## src/pfr_pkg.sv

```systemverilog
// Shared types and constants of the parameter frame receiver.
// No dependencies; pfr_ifs, pfr_ctrl and param_frame_receiver refer to this package.
`timescale 1ns / 1ps
`default_nettype none

package pfr_pkg;

  localparam int unsigned STORE_LEN = 56;

  localparam logic [7:0] HDR_FIRST  = 8'h55;
  localparam logic [7:0] HDR_SECOND = 8'hAA;

  localparam logic [7:0] CMD_READ  = 8'd1;
  localparam logic [7:0] CMD_START = 8'd2;
  localparam logic [7:0] CMD_ACK   = 8'd3;
  // Closing byte of a frame that asks for the stored words to be written out.
  localparam logic [7:0] FRAME_OK  = 8'd2;

  typedef enum logic [1:0] {
    KIND_READ = 2'd0,
    KIND_BEEP = 2'd1,
    KIND_WORD = 2'd2,
    KIND_DONE = 2'd3
  } kind_t;

  // One result beat handed from the sequencer to the output register.
  typedef struct packed {
    logic       load;
    kind_t      kind;
    logic [3:0] index;
    logic       last;
  } emit_t;

endpackage

`default_nettype wire

```

## src/pfr_ifs.sv

```systemverilog
// Valid/ready channel interfaces of the parameter frame receiver.
// Depends on pfr_pkg for the result kind type.
`timescale 1ns / 1ps
`default_nettype none

interface pfr_in_if;
  logic       valid;
  logic       ready;
  logic [7:0] rx_byte;

  modport source (output valid, output rx_byte, input ready);
  modport sink (input valid, input rx_byte, output ready);
endinterface

interface pfr_out_if;
  logic           valid;
  logic           ready;
  pfr_pkg::kind_t kind;
  logic [3:0]     param_index;
  logic [31:0]    param_word;
  logic           last;

  modport source (output valid, output kind, output param_index, output param_word,
                  output last, input ready);
  modport sink (input valid, input kind, input param_index, input param_word,
                input last, output ready);
endinterface

`default_nettype wire

```

## src/pfr_store.sv

```systemverilog
// Payload store: one 32-bit row per parameter word, written a byte lane at a time.
// Self-contained; read data is registered and held while no read is issued.
`timescale 1ns / 1ps
`default_nettype none

module pfr_store #(
  parameter int unsigned ROWS  = 14,
  parameter int unsigned ROW_W = 4
) (
  input  wire logic             clk,
  input  wire logic             wr_en,
  input  wire logic [ROW_W-1:0] wr_row,
  input  wire logic [1:0]       wr_lane,
  input  wire logic [7:0]       wr_data,
  input  wire logic             rd_en,
  input  wire logic [ROW_W-1:0] rd_row,
  output logic      [31:0]      rd_data_r
);

  logic [31:0] mem [ROWS];

  always_ff @(posedge clk) begin
    if (wr_en) begin
      mem[wr_row][{wr_lane, 3'b000} +: 8] <= wr_data;
    end
    if (rd_en) begin
      rd_data_r <= mem[rd_row];
    end
  end

endmodule

`default_nettype wire

```

## src/pfr_ctrl.sv

```systemverilog
// Byte handler and result sequencer: header tracking, frame counting and the
// word read-out loop over the payload store. Depends on pfr_pkg.
`timescale 1ns / 1ps
`default_nettype none

module pfr_ctrl #(
  parameter int unsigned PARAM_WORDS = 14,
  parameter int unsigned ROW_W       = 4
) (
  input  wire logic             clk,
  input  wire logic             rst_n,
  input  wire logic             in_valid,
  input  wire logic [7:0]       in_byte,
  output logic                  in_ready,
  input  wire logic             out_free,
  output logic                  wr_en,
  output logic      [ROW_W-1:0] wr_row,
  output logic      [1:0]       wr_lane,
  output logic                  rd_en,
  output logic      [ROW_W-1:0] rd_row,
  output pfr_pkg::emit_t        emit
);

  typedef enum logic [4:0] {
    ST_IDLE  = 5'b00001,
    ST_FETCH = 5'b00010,
    ST_WORD  = 5'b00100,
    ST_DONE  = 5'b01000,
    ST_CMD   = 5'b10000
  } state_t;

  state_t         state_r, state_nxt;
  logic [7:0]     hist0_r, hist1_r;
  logic           receiving_r, receiving_nxt;
  logic [5:0]     count_r, count_nxt;
  logic [3:0]     idx_r, idx_nxt;
  logic           pend_cmd_r, pend_cmd_nxt;
  pfr_pkg::kind_t pend_kind_r, pend_kind_nxt;

  logic       accept;
  logic       hdr_seen;
  logic       frame_end;
  logic       frame_ok;
  logic       cmd_hit;
  logic       last_word;
  logic [3:0] idx_inc;
  logic [3:0] rd_sel;
  logic [3:0] count_row;

  assign in_ready  = (state_r == ST_IDLE);
  assign accept    = in_valid && in_ready;
  assign hdr_seen  = (hist1_r == pfr_pkg::HDR_FIRST) && (hist0_r == pfr_pkg::HDR_SECOND);
  assign frame_end = receiving_r && (count_r == 6'(pfr_pkg::STORE_LEN));
  assign frame_ok  = frame_end && (in_byte == pfr_pkg::FRAME_OK);
  assign cmd_hit   = hdr_seen && ((in_byte == pfr_pkg::CMD_READ) ||
                                  (in_byte == pfr_pkg::CMD_START) ||
                                  (in_byte == pfr_pkg::CMD_ACK));
  assign last_word = (idx_r == 4'(PARAM_WORDS - 1));
  assign idx_inc   = idx_r + 4'd1;

  // Bytes beyond the last parameter word are counted but never read, so not kept.
  assign count_row = count_r[5:2];
  assign wr_en     = accept && receiving_r && !frame_end &&
                     (count_r < 6'(PARAM_WORDS * 4));
  assign wr_row    = count_row[ROW_W-1:0];
  assign wr_lane   = count_r[1:0];

  // The next row is fetched while the current word moves into the output register.
  assign rd_en  = (state_r == ST_FETCH) || ((state_r == ST_WORD) && out_free && !last_word);
  assign rd_sel = (state_r == ST_FETCH) ? idx_r : idx_inc;
  assign rd_row = rd_sel[ROW_W-1:0];

  always_comb begin
    receiving_nxt = receiving_r;
    count_nxt     = count_r;
    pend_cmd_nxt  = pend_cmd_r;
    pend_kind_nxt = pend_kind_r;
    idx_nxt       = idx_r;
    state_nxt     = state_r;
    emit          = '0;
    emit.kind     = pfr_pkg::KIND_READ;

    case (state_r)
      ST_IDLE: begin
        if (accept) begin
          if (receiving_r) begin
            if (frame_end) begin
              count_nxt     = 6'd0;
              receiving_nxt = 1'b0;
            end else begin
              count_nxt = count_r + 6'd1;
            end
          end
          // A start command restarts the frame even in the middle of one.
          if (hdr_seen && (in_byte == pfr_pkg::CMD_START)) begin
            count_nxt     = 6'd0;
            receiving_nxt = 1'b1;
          end
          pend_cmd_nxt  = cmd_hit;
          pend_kind_nxt = (in_byte == pfr_pkg::CMD_READ) ? pfr_pkg::KIND_READ
                                                         : pfr_pkg::KIND_BEEP;
          idx_nxt       = 4'd0;
          if (frame_ok) begin
            state_nxt = ST_FETCH;
          end else if (cmd_hit) begin
            state_nxt = ST_CMD;
          end
        end
      end
      ST_FETCH: begin
        state_nxt = ST_WORD;
      end
      ST_WORD: begin
        emit.load  = out_free;
        emit.kind  = pfr_pkg::KIND_WORD;
        emit.index = idx_r;
        if (out_free) begin
          if (last_word) begin
            state_nxt = ST_DONE;
          end else begin
            idx_nxt = idx_inc;
          end
        end
      end
      ST_DONE: begin
        emit.load = out_free;
        emit.kind = pfr_pkg::KIND_DONE;
        emit.last = !pend_cmd_r;
        if (out_free) begin
          state_nxt = pend_cmd_r ? ST_CMD : ST_IDLE;
        end
      end
      ST_CMD: begin
        emit.load = out_free;
        emit.kind = pend_kind_r;
        emit.last = 1'b1;
        if (out_free) begin
          state_nxt = ST_IDLE;
        end
      end
      default: begin
        state_nxt = ST_IDLE;
      end
    endcase
  end

  always_ff @(posedge clk) begin
    if (!rst_n) begin
      state_r     <= ST_IDLE;
      hist0_r     <= 8'd0;
      hist1_r     <= 8'd0;
      receiving_r <= 1'b0;
      count_r     <= 6'd0;
      pend_cmd_r  <= 1'b0;
    end else begin
      state_r     <= state_nxt;
      receiving_r <= receiving_nxt;
      count_r     <= count_nxt;
      pend_cmd_r  <= pend_cmd_nxt;
      if (accept) begin
        hist1_r <= hist0_r;
        hist0_r <= in_byte;
      end
    end
  end

  always_ff @(posedge clk) begin
    idx_r       <= idx_nxt;
    pend_kind_r <= pend_kind_nxt;
  end

  a_load_into_free: assert property (@(posedge clk) disable iff (!rst_n)
    emit.load |-> out_free)
    else $error("result loaded while the output register was still full");

  a_frame_starts_readout: assert property (@(posedge clk) disable iff (!rst_n)
    (accept && frame_ok) |=> (state_r == ST_FETCH))
    else $error("good frame end did not start the word read-out");

  a_count_idle_zero: assert property (@(posedge clk) disable iff (!rst_n)
    !receiving_r |-> (count_r == 6'd0))
    else $error("payload count not zero outside a frame");

  a_count_bound: assert property (@(posedge clk) disable iff (!rst_n)
    count_r <= 6'(pfr_pkg::STORE_LEN))
    else $error("payload count ran past the store length");

  a_word_index_bound: assert property (@(posedge clk) disable iff (!rst_n)
    (emit.load && (emit.kind == pfr_pkg::KIND_WORD)) |-> (idx_r < 4'(PARAM_WORDS)))
    else $error("parameter word index out of range");

endmodule

`default_nettype wire

```

## src/param_frame_receiver.sv

```systemverilog
// Parameter frame receiver: handles one serial byte per beat. After a 0x55, 0xAA
// header, byte 1 gives a read request, 2 starts a 56-byte frame and beeps, 3 beeps.
// Bytes of a frame go into a store; a closing byte of 2 writes out PARAM_WORDS
// little-endian 32-bit words and a write-done beat, then any command result. A byte
// that causes no result lets the next byte be taken in the following cycle; one
// that causes a result holds the input off until that result is loaded into the
// output register. A good frame end holds the input off through the store fetch,
// the words, the write-done beat and any command result; the single read port of
// the store gives one word per cycle while the output is free. The store needs no
// clearing after reset. Depends on pfr_pkg, pfr_ifs, pfr_store and pfr_ctrl.
`timescale 1ns / 1ps
`default_nettype none

module param_frame_receiver #(
  parameter int unsigned PARAM_WORDS = 14
) (
  input  wire logic  clk,
  input  wire logic  rst_n,
  pfr_in_if.sink     in_ch,
  pfr_out_if.source  out_ch
);

  localparam int unsigned ROW_W = (PARAM_WORDS > 1) ? $clog2(PARAM_WORDS) : 1;

  pfr_pkg::emit_t emit;
  logic             out_free;
  logic             wr_en;
  logic [ROW_W-1:0] wr_row;
  logic [1:0]       wr_lane;
  logic             rd_en;
  logic [ROW_W-1:0] rd_row;
  logic [31:0]      rd_data_r;

  logic           out_valid_r;
  pfr_pkg::kind_t kind_r;
  logic [3:0]     index_r;
  logic [31:0]    word_r;
  logic           last_r;

  assign out_free = !out_valid_r || out_ch.ready;

  pfr_ctrl #(
    .PARAM_WORDS (PARAM_WORDS),
    .ROW_W       (ROW_W)
  ) u_ctrl (
    .clk      (clk),
    .rst_n    (rst_n),
    .in_valid (in_ch.valid),
    .in_byte  (in_ch.rx_byte),
    .in_ready (in_ch.ready),
    .out_free (out_free),
    .wr_en    (wr_en),
    .wr_row   (wr_row),
    .wr_lane  (wr_lane),
    .rd_en    (rd_en),
    .rd_row   (rd_row),
    .emit     (emit)
  );

  pfr_store #(
    .ROWS  (PARAM_WORDS),
    .ROW_W (ROW_W)
  ) u_store (
    .clk       (clk),
    .wr_en     (wr_en),
    .wr_row    (wr_row),
    .wr_lane   (wr_lane),
    .wr_data   (in_ch.rx_byte),
    .rd_en     (rd_en),
    .rd_row    (rd_row),
    .rd_data_r (rd_data_r)
  );

  always_ff @(posedge clk) begin
    if (!rst_n) begin
      out_valid_r <= 1'b0;
    end else if (emit.load) begin
      out_valid_r <= 1'b1;
    end else if (out_ch.ready) begin
      out_valid_r <= 1'b0;
    end
  end

  always_ff @(posedge clk) begin
    if (emit.load) begin
      kind_r  <= emit.kind;
      index_r <= emit.index;
      word_r  <= (emit.kind == pfr_pkg::KIND_WORD) ? rd_data_r : 32'd0;
      last_r  <= emit.last;
    end
  end

  assign out_ch.valid       = out_valid_r;
  assign out_ch.kind        = kind_r;
  assign out_ch.param_index = index_r;
  assign out_ch.param_word  = word_r;
  assign out_ch.last        = last_r;

endmodule

`default_nettype wire
```

## src/flat_wrapper.sv

```systemverilog
// flat-port wrapper written by rule: the top's interface ports become plain ports
module param_frame_receiver_flat 
#(
  parameter int unsigned PARAM_WORDS = 14
)
  (clk, rst_n, in_ch_valid, in_ch_rx_byte, in_ch_ready, out_ch_valid, out_ch_kind, out_ch_param_index, out_ch_param_word, out_ch_last, out_ch_ready);
  pfr_in_if in_ch_i ();
  pfr_out_if out_ch_i ();
  input  wire logic clk;
  input  wire logic rst_n;
  input wire logic [$bits(in_ch_i.valid)-1:0] in_ch_valid;
  input wire logic [$bits(in_ch_i.rx_byte)-1:0] in_ch_rx_byte;
  output wire logic [$bits(in_ch_i.ready)-1:0] in_ch_ready;
  output wire logic [$bits(out_ch_i.valid)-1:0] out_ch_valid;
  output wire logic [$bits(out_ch_i.kind)-1:0] out_ch_kind;
  output wire logic [$bits(out_ch_i.param_index)-1:0] out_ch_param_index;
  output wire logic [$bits(out_ch_i.param_word)-1:0] out_ch_param_word;
  output wire logic [$bits(out_ch_i.last)-1:0] out_ch_last;
  input wire logic [$bits(out_ch_i.ready)-1:0] out_ch_ready;
  assign in_ch_i.valid = in_ch_valid;
  assign in_ch_i.rx_byte = in_ch_rx_byte;
  assign in_ch_ready = in_ch_i.ready;
  assign out_ch_valid = out_ch_i.valid;
  assign out_ch_kind = out_ch_i.kind;
  assign out_ch_param_index = out_ch_i.param_index;
  assign out_ch_param_word = out_ch_i.param_word;
  assign out_ch_last = out_ch_i.last;
  assign out_ch_i.ready = out_ch_ready;
  param_frame_receiver #(.PARAM_WORDS(PARAM_WORDS)) u_core (.clk(clk), .rst_n(rst_n), .in_ch(in_ch_i), .out_ch(out_ch_i));
endmodule
```

## config.mk

```make
export PLATFORM = sky130hd
export DESIGN_NAME = param_frame_receiver_flat
export DESIGN_NICKNAME = d
export VERILOG_FILES = /design/src/pfr_pkg.sv /design/src/pfr_ifs.sv /design/src/pfr_store.sv /design/src/pfr_ctrl.sv /design/src/param_frame_receiver.sv /design/src/flat_wrapper.sv
export SDC_FILE = /design/constraint.sdc
export NUM_CORES = 1
export LEC_CHECK = 0
export BUFFER_PORTS_ARGS = -buffer_cell sky130_fd_sc_hd__buf_2
export CAP_MARGIN = 0
export CORE_MARGIN = 2
export CORE_UTILIZATION = 55
export CTS_BUF_LIST = sky130_fd_sc_hd__clkbuf_16
export DETAILED_ROUTE_END_ITERATION = 16
export GPL_ROUTABILITY_DRIVEN = 0
export GPL_TIMING_DRIVEN = 0
export PLACE_DENSITY = 0.71
export SYNTH_ARGS = -nofsm -noshare
export SYNTH_HDL_FRONTEND = slang
export SYNTH_SLANG_ARGS = --single-unit
```

## constraint.sdc

```tcl
create_clock -name clk -period 4.95 [get_ports clk]
set_clock_uncertainty 0.05 [all_clocks]
set_input_delay 0.7425 -clock clk [delete_from_list [all_inputs] [get_ports clk]]
set_output_delay 0.7425 -clock clk [all_outputs]
set_load 0.01 [all_outputs]
```

==> flow_summary_export.csv, run 1 <==
group,metric,value,unit
global_routing,overflow,0,
timing,worstMarginPinSlew,1290,ps
global_routing,grt_pass1_vias,17800,
timing,max_freq,0.259,GHz
setup_path,rrSetupSlack,1090,ps
layout,layout_commonest_cell,"edfxtp_1",
pwr,power_leakage,7.95,nW
timing,fin_crit_sh,78.1,%
route,avgRoutedWirePerCell,28.2,um
timing,setup_violations,0,
clock_tree,cts_tree,"yes",
clock_tree,cts_sinks,554,
synth,ys_async_sr_fraction,0,%
setup_path,worstPathRequired,5270,ps
clock_tree,cts_hold_buf,0,
setup_path,rr_worst_depth,8,
synth,synth_flop_cell,"edfxtp_1",
clock_tree,post_cts_resized,0,
synth,syn_nets,1913,
pwr,clkPwrFrac,41.2,%
timing,timing.slew.headroom,13.1,%
clock_tree,path_clk_slew,60,ps
synth,synth_mux_area_share,4.82,%
setup_path,cp_common_cell,"clkbuf_1",
floorplan,io_pins,53,
min_path,min_path_type,"primary input to flop",
pwr,power_density,347,nW/um2
layout,final_nets,2022,
synth,synth.cell_area,24700,um2
synth,synth_compound_area_share,15.4,%
setup_path,cp_cell_sequence,"buf_2 > nand2b_1 > clkbuf_1 > nand3b_1 > o22ai_1 > clkbuf_1 > a21oi_1 > a22oi_1",
synth,syn-mean-instance-area,13.0,um2
setup_path,worst-path-buf-inv,3,
route,vias_per_cell,6.98,
pwr,sw_frac_of_total,21.8,%
floorplan,fp-row-count,77,
floorplan,core,44300,um2
setup_path,worstPathMaxFanout,10,
pwr,comb_power_share,5.3,%
timing,period_needed,3860,ps
floorplan,die_area,46600,um2
layout,register_area,16300,um2
pwr,ir_drop,0.280,mV
layout,mostFrequentLayoutCells,"edfxtp_1 (524), nor2_1 (138), nand2_1 (128)",
timing,tns,0,ps
layout,syn2layout_area_growth,11.0,%
setup_path,crit_cells,8,
clock_tree,post-cts-setup-buffers,0,
layout,final_layout_size_suffix_gt1_share,10.9,%
setup_path,cp-startpoint,"u_core.u_ctrl.idx_r[0]$_SDFFCE_PN0P_",
clock_tree,htree_levels,2,
route,num_vias,18400,
global_routing,grt_antenna_before_repair,0,
synth,syn_inst,1895,
route,ant_nets,0,
pwr,p_int,7.43,mW
route,wl,74500,um
pwr,seqPwrFrac,53.5,%
pwr,switchingPower,2.07,mW
synth,synth_adder_area_share,0.304,%
route,firstDrtPassIters,7,
timing,fin_hold_ws,400,ps
placement,port_buffers,51,
synth,synth_xor_area_share,0.486,%
synth,synth_warnings,0,
setup_path,critical_path_class,"flop to flop",
job,drv_cap,0,
setup_path,cp-start-kind,"flop",
setup_path,endpoint,"u_core.u_store.rd_data_r[28]$_DFFE_PP_",
setup_path,worstSetupEndpointType,"flop",
synth,seq_area_frac_synth,66.1,%
timing,rsz0062_at_grt,"no",
floorplan,die_h,216,um
synth,synth_edf_count,524,
route,drc,0,
setup_path,max_stage_delay,700,ps
floorplan,start_util,55.8,%
floorplan,die_width,216,um
clock_tree,cts_buffer_depth,3,
synth,ys_types,73,
clock_tree,cts_buffers,54,
setup_path,r2r-start,"u_core.u_ctrl.idx_r[0]$_SDFFCE_PN0P_",
synth,synth.ff_latch_count,554,
run_status,status,"finished clean",
setup_path,cp_data_arrival_time,4180,ps
clock_tree,ctsRootBufferMaster,"clkbuf_16",
route,drt-initial-drc-count,3252,
clock_tree,clkLatencyLatePin,610,ps
placement,hpwl,52700,um
layout,multiInputGateArea,7660,um2
synth,synth_top_family_by_area,"compound AO/OA/AOI/OAI gates",
global_routing,grt_pass1_wl,108000,um
setup_path,r2r-end,"u_core.u_store.rd_data_r[28]$_DFFE_PP_",
setup_path,cp_top_family,"buffers and inverters",
timing,slew_viol_final,0,
global_routing,gr-usage-all-layers,31.5,%
global_routing,grt_max_degree,29,
setup_path,crit_path_top_delay_cell,"o22ai_1",
timing,hold_viol_final,0,
synth,synth_simple_gate_area_share,9.94,%
layout,n_fill_cell,3310,
-- power groups by stage --
| stage | Combinational (mW) | Sequential (mW) | Clock, mW |
|---|---|---|---|
| 2_1_floorplan | 0.300 | 5.18 | 0 |
| 3_3_place_gp | 0.466 | 5.18 | 0 |
| 3_5_place_dp | 0.480 | 5.18 | 0 |
| 4_1_cts | 0.481 | 5.08 | 3.93 |
| 5_1_grt | 0.522 | 5.08 | 4.11 |
| 6_report | 0.501 | 5.08 | 3.92 |
-- through the flow --
step                cell area [um2]  cells  total power, mW  util [%]  worst slack [ps]
CTS                           27400   2637             9.50      61.9              1290
detailed placement            25800   2540             5.66      58.1              1300
global route                  27400   2637             9.71      61.9              1060
floorplan                     24700   1895             5.48         -              2010
global placement              25700   2538             5.65      58.0               235
finish                        27400   2640             9.51      61.9              1090
-- worst min-delay path, stage by stage --
cell and delay, ps:
buf_2 150, nand2_1 60, a21boi_0 60
-- cell families after synthesis --
group | count (synthesis)
DFF | 554
AOI/OAI and AO/OA | 533
and+or+nand+nor | 515
buffers and inverters | 169
muxes | 106
xor gates and xnor gates | 12
adders and majority gates | 6
-- worst min-delay path by stage --
stage | from | to | slack [ps] | cells after the start
2_1_floorplan | u_core.u_ctrl.hist1_r[2]$_SDFFE_PN0P_ | u_core.u_ctrl.hist1_r[2]$_SDFFE_PN0P_ | 390 | 2
3_5_place_dp | u_core.u_ctrl.hist1_r[2]$_SDFFE_PN0P_ | u_core.u_ctrl.hist1_r[2]$_SDFFE_PN0P_ | 410 | 2
6_report | in_ch_rx_byte[7] | u_core.u_ctrl.hist0_r[7]$_SDFFE_PN0P_ | 400 | 3
3_3_place_gp | u_core.u_ctrl.hist1_r[0]$_SDFFE_PN0P_ | u_core.u_ctrl.hist1_r[0]$_SDFFE_PN0P_ | 400 | 2
5_1_grt | in_ch_rx_byte[7] | u_core.u_ctrl.hist0_r[7]$_SDFFE_PN0P_ | 400 | 3
4_1_cts | in_ch_rx_byte[7] | u_core.u_ctrl.hist0_r[7]$_SDFFE_PN0P_ | 380 | 3
-- Yosys cell counts, types with 8 or more instances --
| cell | instances | area share (%) |
|---|---|---|
| dfxtp_1 | 30 | 2.4 |
| a31oi_1 | 24 | 0.61 |
| nand3_1 | 69 | 1.4 |
| edfxtp_1 | 524 | 64 |
| clkbuf_1 | 102 | 1.5 |
| nor2_1 | 139 | 2.1 |
| a221oi_1 | 67 | 2.4 |
| o21ai_0 | 39 | 0.79 |
| buf_4 | 10 | 0.30 |
| and2_1 | 66 | 1.7 |
| a211o_1 | 23 | 0.82 |
| a32oi_1 | 22 | 0.78 |
| nand2_1 | 129 | 2.0 |
| a311oi_1 | 23 | 0.82 |
| mux2_1 | 23 | 1.0 |
| o221ai_1 | 40 | 1.4 |
| nor2b_1 | 8 | 0.20 |
| nor3_1 | 66 | 1.3 |
| a21oi_1 | 75 | 1.5 |
| mux2_2 | 30 | 1.4 |
| a21boi_0 | 20 | 0.61 |
| mux2i_1 | 48 | 1.9 |
| o31ai_1 | 8 | 0.24 |
| a22oi_1 | 23 | 0.70 |
| buf_2 | 42 | 0.85 |
| a2111oi_0 | 10 | 0.35 |
| o22ai_1 | 118 | 3.0 |
| inv_1 | 10 | 0.15 |
-- metal layers --
layer,GRT usage [%],wire length (um),vias to the layer above
met2,51.2,34800,1436
met1,39.8,26500,8913
met4,15.3,3740,0
met5,0,0,-
met3,7.71,9440,294
li1,-,-,7793
-- area by class of cell --
cell class	count	area share (%)
sequential	554	59.6
antenna	3	0.0274
timing repair buffer	53	1.08
inverter	10	0.137
multi-input combinational	1172	27.9
clock buffer	57	5.20
tap	592	2.70
clock inverter	40	0.876
buffer	159	2.50
-- state kept, by name, indices dropped and copies added, names as in the netlist, 4 cells and up --
signal	flops
u_core.u_ctrl.hist0_r	8
u_core.out_ch.param_word	32
u_core.u_store.rd_data_r	32
u_core.u_store.mem	448
u_core.u_ctrl.state_r	5
u_core.u_ctrl.count_r	6
u_core.u_ctrl.hist1_r	8
u_core.u_ctrl.idx_r	4
u_core.out_ch.param_index	4
Note: power is estimated with default switching activity, not from simulation.
==> run 2: changes to the inputs <==
--- a/config.mk
+++ b/config.mk
@@ -5,6 +5,7 @@
 export SDC_FILE = /design/constraint.sdc
 export NUM_CORES = 1
 export LEC_CHECK = 0
+export ABC_AREA = 1
 export BUFFER_PORTS_ARGS = -buffer_cell sky130_fd_sc_hd__buf_2
 export CAP_MARGIN = 0
 export CORE_MARGIN = 2
@@ -13,7 +14,7 @@
 export DETAILED_ROUTE_END_ITERATION = 16
 export GPL_ROUTABILITY_DRIVEN = 0
 export GPL_TIMING_DRIVEN = 0
-export PLACE_DENSITY = 0.71
+export PLACE_DENSITY = 0.74
 export SYNTH_ARGS = -nofsm -noshare
 export SYNTH_HDL_FRONTEND = slang
 export SYNTH_SLANG_ARGS = --single-unit
==> constraint.sdc (replaced) <==
create_clock -name clk -period 3.35 [get_ports clk]
set_clock_uncertainty 0.05 [all_clocks]
set_input_delay 0.5025 -clock clk [delete_from_list [all_inputs] [get_ports clk]]
set_output_delay 0.5025 -clock clk [all_outputs]
set_load 0.01 [all_outputs]
==> flow_summary_export.csv, run 2 <==
group,metric,value,unit
layout,register_area,16300,um2
route,ant_nets,0,
global_routing,grt_pass1_vias,17000,
layout,final_layout_size_suffix_gt1_share,10.7,%
clock_tree,cts_tree,"yes",
pwr,power,18.1,mW
timing,rsz0062_at_grt,"no",
pwr,p_int,12.4,mW
layout,final_nets,2397,
layout,largest_reg_flops,448,
pwr,comb_power_share,23.5,%
pwr,clkPwrFrac,33.6,%
job,drv_cap,0,
timing,fin_crit_sh,98.0,%
global_routing,overflow,0,
global_routing,grt_antenna_before_repair,0,
pwr,power_density,664,nW/um2
setup_path,cp_data_arrival_time,3480,ps
synth,syn_inst,2262,
route,num_vias,17700,
clock_tree,path_clk_slew,60,ps
layout,diodes,0,
route,firstDrtPassIters,7,
route,vias_per_cell,5.88,
synth,yosysTopAreaCell,"edfxtp_1",
pwr,power_leakage,10.9,nW
clock_tree,clkLatencyLatePin,610,ps
min_path,holdPathStages,2,
clock_tree,ctsRootBufferMaster,"clkbuf_16",
synth,synth_commonest_cells,"edfxtp_1 (524), nand2_1 (434), nand3_1 (384)",
clock_tree,cts_hold_buf,0,
setup_path,worstPathMaxFanout,14,
placement,pre_cts_ws,-393,ps
setup_path,worstPathRequired,3550,ps
setup_path,cp-startpoint,"u_core.u_ctrl.count_r[0]$_SDFFE_PN0P_",
timing,setup_violations,0,
synth,syn_nets,2280,
setup_path,r2r-start,"u_core.u_ctrl.count_r[0]$_SDFFE_PN0P_",
layout,mostFrequentLayoutCells,"edfxtp_1 (524), nand2_1 (433), nand3_1 (384)",
clock_tree,htree_levels,2,
floorplan,core,43300,um2
timing,hold_viol_final,0,
placement,hpwl,46200,um
synth,synth.cell_area,24300,um2
synth,synth_edf_count,524,
synth,syn-mean-instance-area,10.7,um2
setup_path,cp-start-kind,"flop",
synth,ys_types,37,
route,drt-initial-drc-count,2440,
min_path,min_from,"in_ch_rx_byte[0]",
timing,fin_hold_ws,173,ps
floorplan,die_h,214,um
synth,yosysMostFrequentCell,"edfxtp_1",
floorplan,start_util,56.1,%
global_routing,grt_max_degree,25,
layout,syn2layout_area_growth,12.6,%
timing,period_needed,3280,ps
floorplan,die_area,45800,um2
global_routing,grt_pass1_wl,101000,um
setup_path,rr_worst_depth,7,
clock_tree,cts_sinks,554,
floorplan,io_pins,53,
synth,synth_top_area_share,64.9,%
setup_path,worstSetupEndpointType,"flop",
timing,slew_viol_final,0,
synth,synth_area_leaders,"edfxtp_1 (65%), nand3_1 (7.9%), nand2_1 (6.7%)",
timing,setup_ws,68.5,ps
layout,multiInputGateArea,6110,um2
clock_tree,cts_buffer_depth,3,
floorplan,fp-row-count,76,
clock_tree,cts_buffers,54,
route,drc,0,
setup_path,critical_path_class,"flop to flop",
timing,max_freq,0.305,GHz
min_path,holdPathEnd,"u_core.u_ctrl.pend_kind_r[0]$_DFFE_PP_",
route,wl,68900,um
timing,worstMarginPinSlew,1240,ps
timing,timing.slew.headroom,17.3,%
synth,synth_warnings,0,
min_path,min_path_type,"primary input to flop",
setup_path,r2r-end,"u_core.u_store.mem[9][28]$_DFFE_PP_",
layout,n_fill_cell,3290,
synth,synth_flop_cell,"edfxtp_1",
pwr,switchingPower,5.73,mW
global_routing,gr-usage-all-layers,29.7,%
layout,top_register,"u_core.u_store.mem",
placement,port_buffers,52,
pwr,seqPwrFrac,42.9,%
pwr,ir_drop,0.469,mV
run_status,status,"finished clean",
setup_path,rrSetupSlack,70,ps
synth,seq_area_frac_synth,67.3,%
pwr,sw_frac_of_total,31.6,%
layout,layout_commonest_cell,"edfxtp_1",
synth,ys_async_sr_fraction,0,%
synth,synth.ff_latch_count,554,
route,avgRoutedWirePerCell,22.9,um
floorplan,die_width,214,um
run 2: cell types whose count changed after synthesis, sizes merged, moves of 53 or more:
cell and change:
mux2 -53, clkbuf -66, and2 -67, o22ai -117, nand2 +307, a221oi -67, nand3 +316, nand3b +102
inv +340
run 2: layer usage:
| metal | part of all wire [%] | vias to the layer above | GRT usage (%) |
|---|---|---|---|
| met2 | 47 | 1261 | 47.8 |
| met1 | 35 | 8345 | 38.0 |
| li1 | - | 7817 | - |
| met5 | 0 | - | 0 |
| met4 | 5.7 | 0 | 17.1 |
| met3 | 12 | 271 | 5.69 |
run 2: worst max-delay path by stage:
stage | endpoint | slack (ps) | depth (start not counted)
3_5_place_dp | u_core.u_store.mem[6][10]$_DFFE_PP_ | -390 | 8
2_1_floorplan | u_core.u_store.mem[0][17]$_DFFE_PP_ | 760 | 8
6_report | u_core.u_store.mem[9][28]$_DFFE_PP_ | 70 | 7
5_1_grt | u_core.u_store.mem[4][27]$_DFFE_PP_ | 3 | 7
3_3_place_gp | u_core.out_ch.param_word[3]$_SDFFCE_PP0P_ | -430 | 3
4_1_cts | u_core.u_store.mem[9][0]$_DFFE_PP_ | -220 | 7
run 2: power groups by stage:
stage / Clock [mW] / Sequential [mW] / Combinational, mW
floorplan: 0 / 7.92 / 2.54
global placement: 0 / 7.91 / 3.97
detailed placement: 0 / 7.92 / 4.06
CTS: 6.07 / 7.77 / 4.10
global route: 6.33 / 7.78 / 4.51
finish: 6.09 / 7.77 / 4.26
run 2: layout make-up:
cell class                      instances  area share [%]
Timing Repair Buffer                   61            1.45
Sequential cell                       554            59.8
Inverter                              352            4.84
Buffer                                128            2.43
Clock buffer                           55            5.04
Clock inverter                         44            1.37
Multi-Input combinational cell       1228            22.4
Tap cell                              585            2.68
run 2: cells by family (layout without fill, tap and decap cells):
group                    Yosys count  count (layout)  synth area share [%]
AND/OR/NAND/NOR                 1132            1132                  21.8
flip-flops                       554             554                  67.3
buffers and inverters            480             640                  8.18
AO/OA/AOI/OAI                     86              86                  2.24
adder cells (fa/ha/maj)            6               6                 0.309
XOR/XNOR                           4               4                 0.144
run 2: critical path, cell delays in order (launching register included):
cell      delay [ps]
dfxtp_1          360
clkbuf_1         350
clkbuf_2         380
inv_1            120
ha_1             330
inv_1            120
nand2_1          260
nor2_1           940
run 2: metrics by stage:
step / utilization [%] / TNS [ps] / area [um2] / instances
6_report: 63.1 / 0 / 27300 / 3007
5_1_grt: 63.1 / 0 / 27300 / 3007
4_1_cts: 62.9 / -13700 / 27200 / 3006
3_5_place_dp: 58.8 / -36770 / 25400 / 2907
3_3_place_gp: 58.4 / -43440 / 25300 / 2899
2_1_floorplan: - / 0 / 24300 / 2262
run 2: timing repair:
action | in CTS | in global routing
cloned | 0 | 0
resized for setup | 11 | 15
pin swaps | 0 | 2
endpoints found under the setup margin | 210 | 362
setup buffers | 0 | 1
